<file path="config.mk">
export PLATFORM = sky130hd
export DESIGN_NAME = npcm_ctrl
export DESIGN_NICKNAME = d
export VERILOG_FILES = /design/src/nearest_palette_color_match_defines.svh /design/src/npcm_pkg.sv /design/src/npcm_ctrl.sv
export SDC_FILE = /design/constraint.sdc
export NUM_CORES = 1
export LEC_CHECK = 0
export ABC_AREA = 1
export BUFFER_PORTS_ARGS = -buffer_cell sky130_fd_sc_hd__buf_2
export CAP_MARGIN = 10
export CORE_AREA = 2 2 39 41
export CTS_BUF_LIST = sky130_fd_sc_hd__clkbuf_4 sky130_fd_sc_hd__clkbuf_8 sky130_fd_sc_hd__clkbuf_16
export DETAILED_ROUTE_END_ITERATION = 10
export DIE_AREA = 0 0 41 43
export PLACE_DENSITY = 0.62
export SKIP_LAST_GASP = 1
export SLEW_MARGIN = 10
export SYNTH_ARGS = -nofsm -noshare
export SYNTH_HDL_FRONTEND = slang
export SYNTH_SLANG_ARGS = --single-unit
</file>
<file path="constraint.sdc">
create_clock -name clk_i -period 1.05 [get_ports clk_i]
set_input_delay 0.21 -clock clk_i [delete_from_list [all_inputs] [get_ports clk_i]]
set_output_delay 0.21 -clock clk_i [all_outputs]
set_load 0.02 [all_outputs]
</file>
<file path="src/nearest_palette_color_match_defines.svh">
// Assertion macros for the nearest palette color match block.
// Included by the top level; depends on nothing else.
`ifndef NEAREST_PALETTE_COLOR_MATCH_DEFINES_SVH
`define NEAREST_PALETTE_COLOR_MATCH_DEFINES_SVH

// same-cycle implication, held off during reset
`define NPCM_ASSERT_NOW(label, clk, rst_n, ante, cons, msg) \
  label: assert property (@(posedge clk) disable iff (!rst_n) (ante) |-> (cons)) \
    else $error(msg);

// next-cycle implication, held off during reset
`define NPCM_ASSERT_NEXT(label, clk, rst_n, ante, cons, msg) \
  label: assert property (@(posedge clk) disable iff (!rst_n) (ante) |=> (cons)) \
    else $error(msg);

`endif

</file>
<file path="src/npcm_pkg.sv">
// Shared types and constants for the nearest palette color match block.
// Used by the controller, the datapath and the top level.
package npcm_pkg;

  localparam int unsigned PaletteDepthDef = 256;
  localparam int unsigned PlaneCountW     = 4;
  localparam logic [PlaneCountW-1:0] PlaneCountRst = 4'd8;
  localparam logic [PlaneCountW-1:0] PlaneCountMax = 4'd9;
  localparam logic [23:0] DirectPrefix    = 24'hFFFFFF;
  localparam int unsigned ErrW            = 10;
  localparam logic [ErrW-1:0] ErrInit     = '1;
  localparam logic [0:0] OpLoad           = 1'b0;
  localparam logic [0:0] OpQuery          = 1'b1;

  typedef enum logic [3:0] {
    S_IDLE,
    S_LOAD_SCALE,
    S_LOAD_WRITE,
    S_DIRECT_READ,
    S_DIRECT_CAP,
    S_SCAN,
    S_DRAIN1,
    S_DRAIN2,
    S_EMIT
  } npcm_state_e;

  typedef struct packed {
    logic cap;
    logic ld_scale;
    logic ld_write;
    logic rd_scan;
    logic rd_direct;
    logic direct_cap;
    logic out_load;
  } npcm_cmd_t;

  typedef struct packed {
    logic in_is_load;
    logic in_is_direct;
    logic scan_last;
  } npcm_stat_t;

endpackage

</file>
<file path="src/npcm_ctrl.sv">
// Sequencing state machine for the nearest palette color match block.
// Depends on npcm_pkg; drives npcm_dpath through command and status structs.
module npcm_ctrl (
  input  logic                clk_i,
  input  logic                rst_ni,
  input  logic                in_valid_i,
  output logic                in_stall_o,
  output logic                out_valid_o,
  input  logic                out_stall_i,
  input  npcm_pkg::npcm_stat_t stat_i,
  output npcm_pkg::npcm_cmd_t  cmd_o
);
  import npcm_pkg::*;

  npcm_state_e state_q, state_d;
  logic        out_valid_q, out_valid_d;

  always_ff @(posedge clk_i or negedge rst_ni) begin
    if (!rst_ni) begin
      state_q     <= S_IDLE;
      out_valid_q <= 1'b0;
    end else begin
      state_q     <= state_d;
      out_valid_q <= out_valid_d;
    end
  end

  always_comb begin
    state_d = state_q;
    cmd_o   = '0;
    unique case (state_q)
      S_IDLE: begin
        if (in_valid_i) begin
          cmd_o.cap = 1'b1;
          if (stat_i.in_is_load) begin
            state_d = S_LOAD_SCALE;
          end else if (stat_i.in_is_direct) begin
            state_d = S_DIRECT_READ;
          end else begin
            state_d = S_SCAN;
          end
        end
      end
      S_LOAD_SCALE: begin
        cmd_o.ld_scale = 1'b1;
        state_d        = S_LOAD_WRITE;
      end
      S_LOAD_WRITE: begin
        cmd_o.ld_write = 1'b1;
        state_d        = S_IDLE;
      end
      S_DIRECT_READ: begin
        cmd_o.rd_direct = 1'b1;
        state_d         = S_DIRECT_CAP;
      end
      S_DIRECT_CAP: begin
        cmd_o.direct_cap = 1'b1;
        state_d          = S_EMIT;
      end
      S_SCAN: begin
        cmd_o.rd_scan = 1'b1;
        if (stat_i.scan_last) begin
          state_d = S_DRAIN1;
        end
      end
      S_DRAIN1: state_d = S_DRAIN2;
      S_DRAIN2: state_d = S_EMIT;
      S_EMIT: begin
        if (!out_valid_q || !out_stall_i) begin
          cmd_o.out_load = 1'b1;
          state_d        = S_IDLE;
        end
      end
      default: state_d = S_IDLE;
    endcase
  end

  always_comb begin
    out_valid_d = out_valid_q;
    if (out_valid_q && !out_stall_i) begin
      out_valid_d = 1'b0;
    end
    if (cmd_o.out_load) begin
      out_valid_d = 1'b1;
    end
  end

  assign in_stall_o  = (state_q != S_IDLE);
  assign out_valid_o = out_valid_q;

endmodule

</file>
==> results of run 1 <==
==> layout by cell type (no fill, tap or decap) <==
cell type / Yosys / routed
buf_2: 0 / 10
buf_6: 0 / 8
nor2_4: 2 / 8
nand2_2: 3 / 5
dlygate4sd3_1: 0 / 1
nor2_2: 5 / 3
dfrtp_2: 0 / 3
nand3_1: 5 / 3
nand2_1: 14 / 10
inv_2: 4 / 4
dfrtp_1: 5 / 2
nand3_2: 2 / 4
inv_1: 8 / 6
nand2_4: 0 / 2
inv_4: 0 / 2
nor2_1: 9 / 5
buf_4: 1 / 13
clkbuf_4: 0 / 4
o21ai_1: 0 / 1
and2_4: 0 / 1
==> final cells by class <==
| class | count | area (um2) |
|---|---|---|
| Clock buffer | 4 | 30.0 |
| Fill cell | 128 | 619 |
| Inverter | 12 | 50.0 |
| Multi-Input combinational cell | 42 | 288 |
| Sequential cell | 5 | 129 |
| Tap cell | 16 | 20.0 |
| Timing Repair Buffer | 32 | 248 |
==> logic make-up after synthesis <==
family,count (synthesis)
DFF,5
AOI/OAI and AO/OA,1
buffers and inverters,13
and+or+nand+nor,41
==> critical path, cell delays in order (launching register included) <==
cell and delay (ns):
dfrtp_2 0.45, inv_2 0.08, nand2_4 0.06, nor2_4 0.13
inv_4 0.04, nor2_4 0.07, buf_6 0.11
==> final timing paths <==
| path | from | endpoint | slack, ns | depth (start not counted) |
|---|---|---|---|---|
| worst min-delay path | out_stall_i | out_valid_o | 0.20 | 3 |
| worst max-delay path | state_q[1] | cmd_o[6] | -0.34 | 6 |
| max in group asynchronous | rst_ni | state_q[3] | 0.59 | 2 |
| worst min register to register | out_valid_o | out_valid_o | 0.49 | 2 |
| min in group asynchronous | rst_ni | state_q[0] | 0.32 | 2 |
| worst max register to register | state_q[0] | state_q[1] | -0.26 | 8 |
==> stage by stage <==
stage | area [um2] | setup WS, ns
after floorplan | 420 | -0.0875
after global placement | 591 | -0.135
after detailed placement | 591 | -0.157
after CTS | 706 | -0.385
after global routing | 764 | -0.423
final | 764 | -0.340
==> sequential cells by signal, indices dropped and copies added, names as in the netlist <==
signal and count:
out_valid_o 1, state_q 4
==> metal layers <==
layer  share of wire  up-vias  track usage
li1                -      250            -
met1            0.39      210        0.149
met2            0.59        6        0.228
met3           0.022        0       0.0314
met4               0        0       0.0800
met5               0        -            0
==> what timing repair did <==
action                                  CTS  global route
resized for setup                        20            11
setup buffers                             2             4
pin swaps                                 6             6
hold endpoints to repair                  5             0
endpoints found under the setup margin   11            12
hold buffers                              1             0
==> cells in the mapped netlist <==
library cell | count | share of area
nand3_2 | 2 | 0.051
inv_2 | 4 | 0.038
nor2_1 | 9 | 0.086
and2_1 | 1 | 0.016
nor2_4 | 2 | 0.057
nand3_1 | 5 | 0.064
nand2_2 | 3 | 0.048
buf_4 | 1 | 0.019
o21ai_0 | 1 | 0.013
nand2_1 | 14 | 0.13
nor2_2 | 5 | 0.080
dfrtp_1 | 5 | 0.32
inv_1 | 8 | 0.076
==> power breakdown <==
part / leakage, uW / switching (uW) / internal [uW]
Sequential: 0.0000615 / 99.9 / 276
Combinational: 0.000344 / 869 / 880
Clock: 0.0000184 / 69.1 / 169
==> impl_results.md, run 1 <==
* Post-Route WL at 950 um
* Clock insertion delay at the later pin of the skew report at 0.23 ns
* CTS tree: yes
* Ratio of cells with drive above 1 in the final layout at 0.705
* Worst EP required at 0.84 ns
* Util after Layout at 0.552
* Yosys reg bits at 5
* Die height at 43 um
* Slew @ Worst Pin at 0.148 ns
* Worst Setup Path Type: reg -> out
* Relative slew slack at 0.902
* CTS Root Cell: clkbuf_4
* Count of final hold-check violations at 0
* Synth Area in XOR/XNOR at 0
* Die Wd at 41 um
* Final Hold Slack at 0.202 ns
* Detailed Place HPWL at 751 um
* Post-DRT Antenna Nets at 0
* Hold Crit Class: in -> reg
* Setup Skew at 0.00190 ns
* Worst-path fanout max at 5
* Starting Density at 0.284
* Post-Syn Area at 393 um2
* DR vias at 466
* Clk sink count at 5
* Synth Area per Inst at 6.55 um2
* Startpoint types: flip-flop
* Outcome: finished, violations left
* Max IR drop VDD at 1.29 mV
* Total CTS buffers at 3
* Initial antenna violation count at 0
* I/O Pins at 16
* First-pass GRT wire length at 1590 um
* Clock Tree Buf Depth at 2
* PortBufs at 15
* Synth warn at 0
* Synth unique cells at 13
* Mux cell area share after synthesis at 0
* Post-Synth Simple-Gate Area at 0.535
* Vias in the first global route at 436
* Fin crit share at 1.32
* Gpl congestion at 0.748
* RSZ-0062 raised after global routing: true
* Fin crit period at 1.39 ns
* Nets at 103
* Total power at 2360 uW
* Vias per cell at 4.20
* CP arrival at 1.18 ns
* Area Growth Syn to Fin at 94.6%
* Setup violations, final at 11
* MaxCap Viol Count at 0
* Drt wl/cell at 8.56 um
* Leakage at 0.000424 uW
* Grt ovf at 0
* Worst Slack Setup Final at -0.340 ns
* Peak Freq at 719 MHz
* Synth Area in Adders at 0
* Placement row count at 14
* Core region area at 1380 um2
* DRC at 0
* Placed insts at 101
* Cell Pwr Density at 3090 nW/um2
* Synth Instances at 60
* Syn_nets at 67
* Sequential-to-total area share from yosys stat at 0.318
* First drt pass iteration count at 3
* Pin count of the biggest net entering global routing at 6
* Die area at 1760 um2
* Fin cells at 111
* Failing checks: negative setup slack
* # diodes at 0
* GRT Overall Usage at 0.138
* Setup TNS at -3.09 ns
* Compound-gate portion of the synthesized area at 0.0127
* Crit path capture type: primary output
* CTS clk-pin slew, worst paths at 0.04 ns
* Slew Viols, Final at 0
* DR iter-0 viols at 2
* Main combinational cell family by area after synthesis: simple AND/OR/NAND/NOR gates
* Max H-tree Level at 1
No activity file was read; power rests on OpenSTA's default activity.
==> run 2, diff against run 1 <==
BUFFER_PORTS_ARGS = not set   (was -buffer_cell sky130_fd_sc_hd__buf_2)
DONT_BUFFER_PORTS = 1   (was not set)
PLACE_DENSITY = 0.52   (was 0.62)
==> impl_results.md, run 2 (synthesis gave the netlist of run 1 again) <==
* DR iter-0 viols at 5 (was 2)
* Total power at 2140 uW (was 2360 uW)
* RSZ-0062 raised after global routing: true (unchanged)
* Worst path slowest cell: dfrtp_1 (was dfrtp_2)
* Starting Density at 0.284 (unchanged)
* Post-DRT Antenna Nets at 0 (unchanged)
* Setup violations, final at 12 (was 11)
* Clock share of power at 0.112 (was 0.101)
* Core region area at 1380 um2 (unchanged)
* Most flop-heavy register: state_q (unchanged)
* Post-Route WL at 880 um (was 950 um)
* Area taken by multi-input logic gates at 278 um2 (was 288 um2)
* Die Wd at 41 um (unchanged)
* Grt ovf at 0 (unchanged)
* I/O Pins at 16 (unchanged)
* Final Hold Slack at 0.122 ns (was 0.202 ns)
* Nets at 90 (was 103)
* Ratio of cells with drive above 1 in the final layout at 0.646 (was 0.705)
* Pin count of the biggest net entering global routing at 7 (was 6)
* Area Growth Syn to Fin at 72.3% (was 94.6%)
* P_int at 1150 uW (was 1320 uW)
* Most common cell after layout, fill and taps aside: buf_4 (unchanged)
* Peak Freq at 730 MHz (was 719 MHz)
* Gate power share at 0.710 (was 0.740)
* MaxCap Viol Count at 0 (unchanged)
* Slew Viols, Final at 0 (unchanged)
* Die height at 43 um (unchanged)
* Total CTS buffers at 3 (unchanged)
* Worst EP required at 0.84 ns (about the same)
* # diodes at 0 (unchanged)
* Max H-tree Level at 1 (unchanged)
* Initial antenna violation count at 0 (unchanged)
* Clk sink count at 5 (unchanged)
* Clock Tree Buf Depth at 2 (unchanged)
* PortBufs at 0 (was 15)
* Slew @ Worst Pin at 0.231 ns (was 0.148 ns)
* GRT Overall Usage at 0.118 (was 0.138)
* Commonest non-fill, non-tap cells in the layout: 14 x buf_4, 11 x nand2_1, 7 x nor2_4 (was 13 x buf_4, 10 x nand2_1, 10 x buf_2)
* CTS tree: yes (unchanged)
* Clock insertion delay at the later pin of the skew report at 0.24 ns (was 0.23 ns)
* Cell Pwr Density at 3160 nW/um2 (was 3090 nW/um2)
* Sequential power share at 0.177 (was 0.159)
* Startpoint types: flip-flop (unchanged)
* CP cell instances: buf_4 > nor2_4 > nand3_1 > inv_2 (was inv_2 > nand2_4 > nor2_4 > inv_4 > nor2_4 > buf_6)
* Worst Slack Setup Final at -0.319 ns (was -0.340 ns)
* CTS Root Cell: clkbuf_4 (unchanged)
* Crit path capture type: primary output (unchanged)
* Worst-path fanout max at 3 (was 5)
* Switch Pwr at 988 uW (was 1040 uW)
* Failing checks: negative setup slack (unchanged)
* Outcome: finished, violations left (unchanged)
* Fill cells at 142 (was 128)
* DRC at 0 (unchanged)
* Die area at 1760 um2 (unchanged)
* First-pass GRT wire length at 1380 um (was 1590 um)
* Setup Skew at 0.00163 ns (was 0.00190 ns)
* Drt wl/cell at 8.98 um (was 8.56 um)
* Fin crit period at 1.37 ns (was 1.39 ns)
* Hold Crit Class: in -> reg (unchanged)
* DR vias at 416 (was 466)
* Vias in the first global route at 394 (was 436)
* Vias per cell at 4.24 (was 4.20)
* Count of final hold-check violations at 0 (unchanged)
* Reg area at 128 um2 (was 129 um2)
* Net Sw Frac at 0.462 (was 0.439)
* Relative slew slack at 0.845 (was 0.902)
* Max reg flops at 4 (unchanged)
* CTS clk-pin slew, worst paths at 0.04 ns (about the same)
* Gpl congestion at 0.762 (was 0.748)
* Worst Setup Path Type: reg -> out (unchanged)
* Leakage at 0.000366 uW (was 0.000424 uW)
* Max IR drop VDD at 1.16 mV (was 1.29 mV)
* Fin crit share at 1.30 (was 1.32)
* Placement row count at 14 (unchanged)
* CP arrival at 1.16 ns (was 1.18 ns)
* CP peak stage delay at 0.39 ns (was 0.45 ns)
* First drt pass iteration count at 2 (was 3)
run 2: cell count changes in the layout (fill, tap and decap cells not counted), moves of 2 or more:
cell / delta
buf_6: -5
buf_2: -10
inv_1: -3
nand2_2: -2
inv_2: +2
run 2: worst paths after layout:
path                        startpoint           to  slack [ns]  cells after the start
min reg2reg                out_valid_o  out_valid_o        0.50                      2
max reg2reg                 state_q[2]   state_q[1]       -0.27                      8
min                        out_stall_i  out_valid_o        0.12                      2
max in group asynchronous       rst_ni   state_q[2]        0.57                      1
max                         state_q[3]     cmd_o[2]       -0.32                      4
min in group asynchronous       rst_ni   state_q[3]        0.27                      1
run 2: critical path, delay by kind of cell, from the launching register on:
| kind | cells | cell delay (ns) |
|---|---|---|
| buffers and inverters | 2 | 0.28 |
| DFF | 1 | 0.39 |
| and+or+nand+nor | 2 | 0.25 |
run 2: stage by stage:
stage          instances   util  TNS (ns)  worst slack (ns)  instance area [um2]
2_1_floorplan         60      -    -0.179           -0.0875                  420
3_3_place_gp          84  0.362    -0.687            -0.137                  500
3_5_place_dp          84  0.362    -0.742            -0.139                  500
4_1_cts               93  0.440     -2.73            -0.340                  609
5_1_grt               98  0.489     -3.66            -0.381                  677
6_report              98  0.489     -2.90            -0.319                  677
run 2: timing repair:
item / CTS / global route
buffers inserted: 4 / 5
endpoints found under the setup margin: 11 / 12
gates cloned: 0 / 0
resized for setup: 13 / 8
pin swaps: 5 / 4
hold endpoints to repair: 5 / 0
hold buffers: 1 / 0
run 2: power by group through the flow:
stage / Clock (uW) / Sequential [uW] / Combinational, uW
final: 240 / 379 / 1520
after CTS: 254 / 368 / 1320
after detailed placement: 0 / 361 / 1090
after global routing: 264 / 395 / 1650
after global placement: 0 / 357 / 1090
after floorplan: 0 / 372 / 773
run 2: layout make-up:
| type | instances | share of cell area |
|---|---|---|
| timing repair buffer | 19 | 0.250 |
| tap | 16 | 0.0296 |
| clock buffer | 4 | 0.0444 |
| sequential | 5 | 0.189 |
| multi-input combinational | 42 | 0.410 |
| inverter | 12 | 0.0776 |
run 2: per-layer routing:
| metal | wire [um] | up-vias | GRT usage |
|---|---|---|---|
| met5 | 0 | - | 0 |
| met4 | 0 | 0 | 0.0800 |
| met3 | 19 | 0 | 0.0157 |
| met1 | 372 | 189 | 0.139 |
| li1 | - | 223 | - |
| met2 | 488 | 4 | 0.188 |
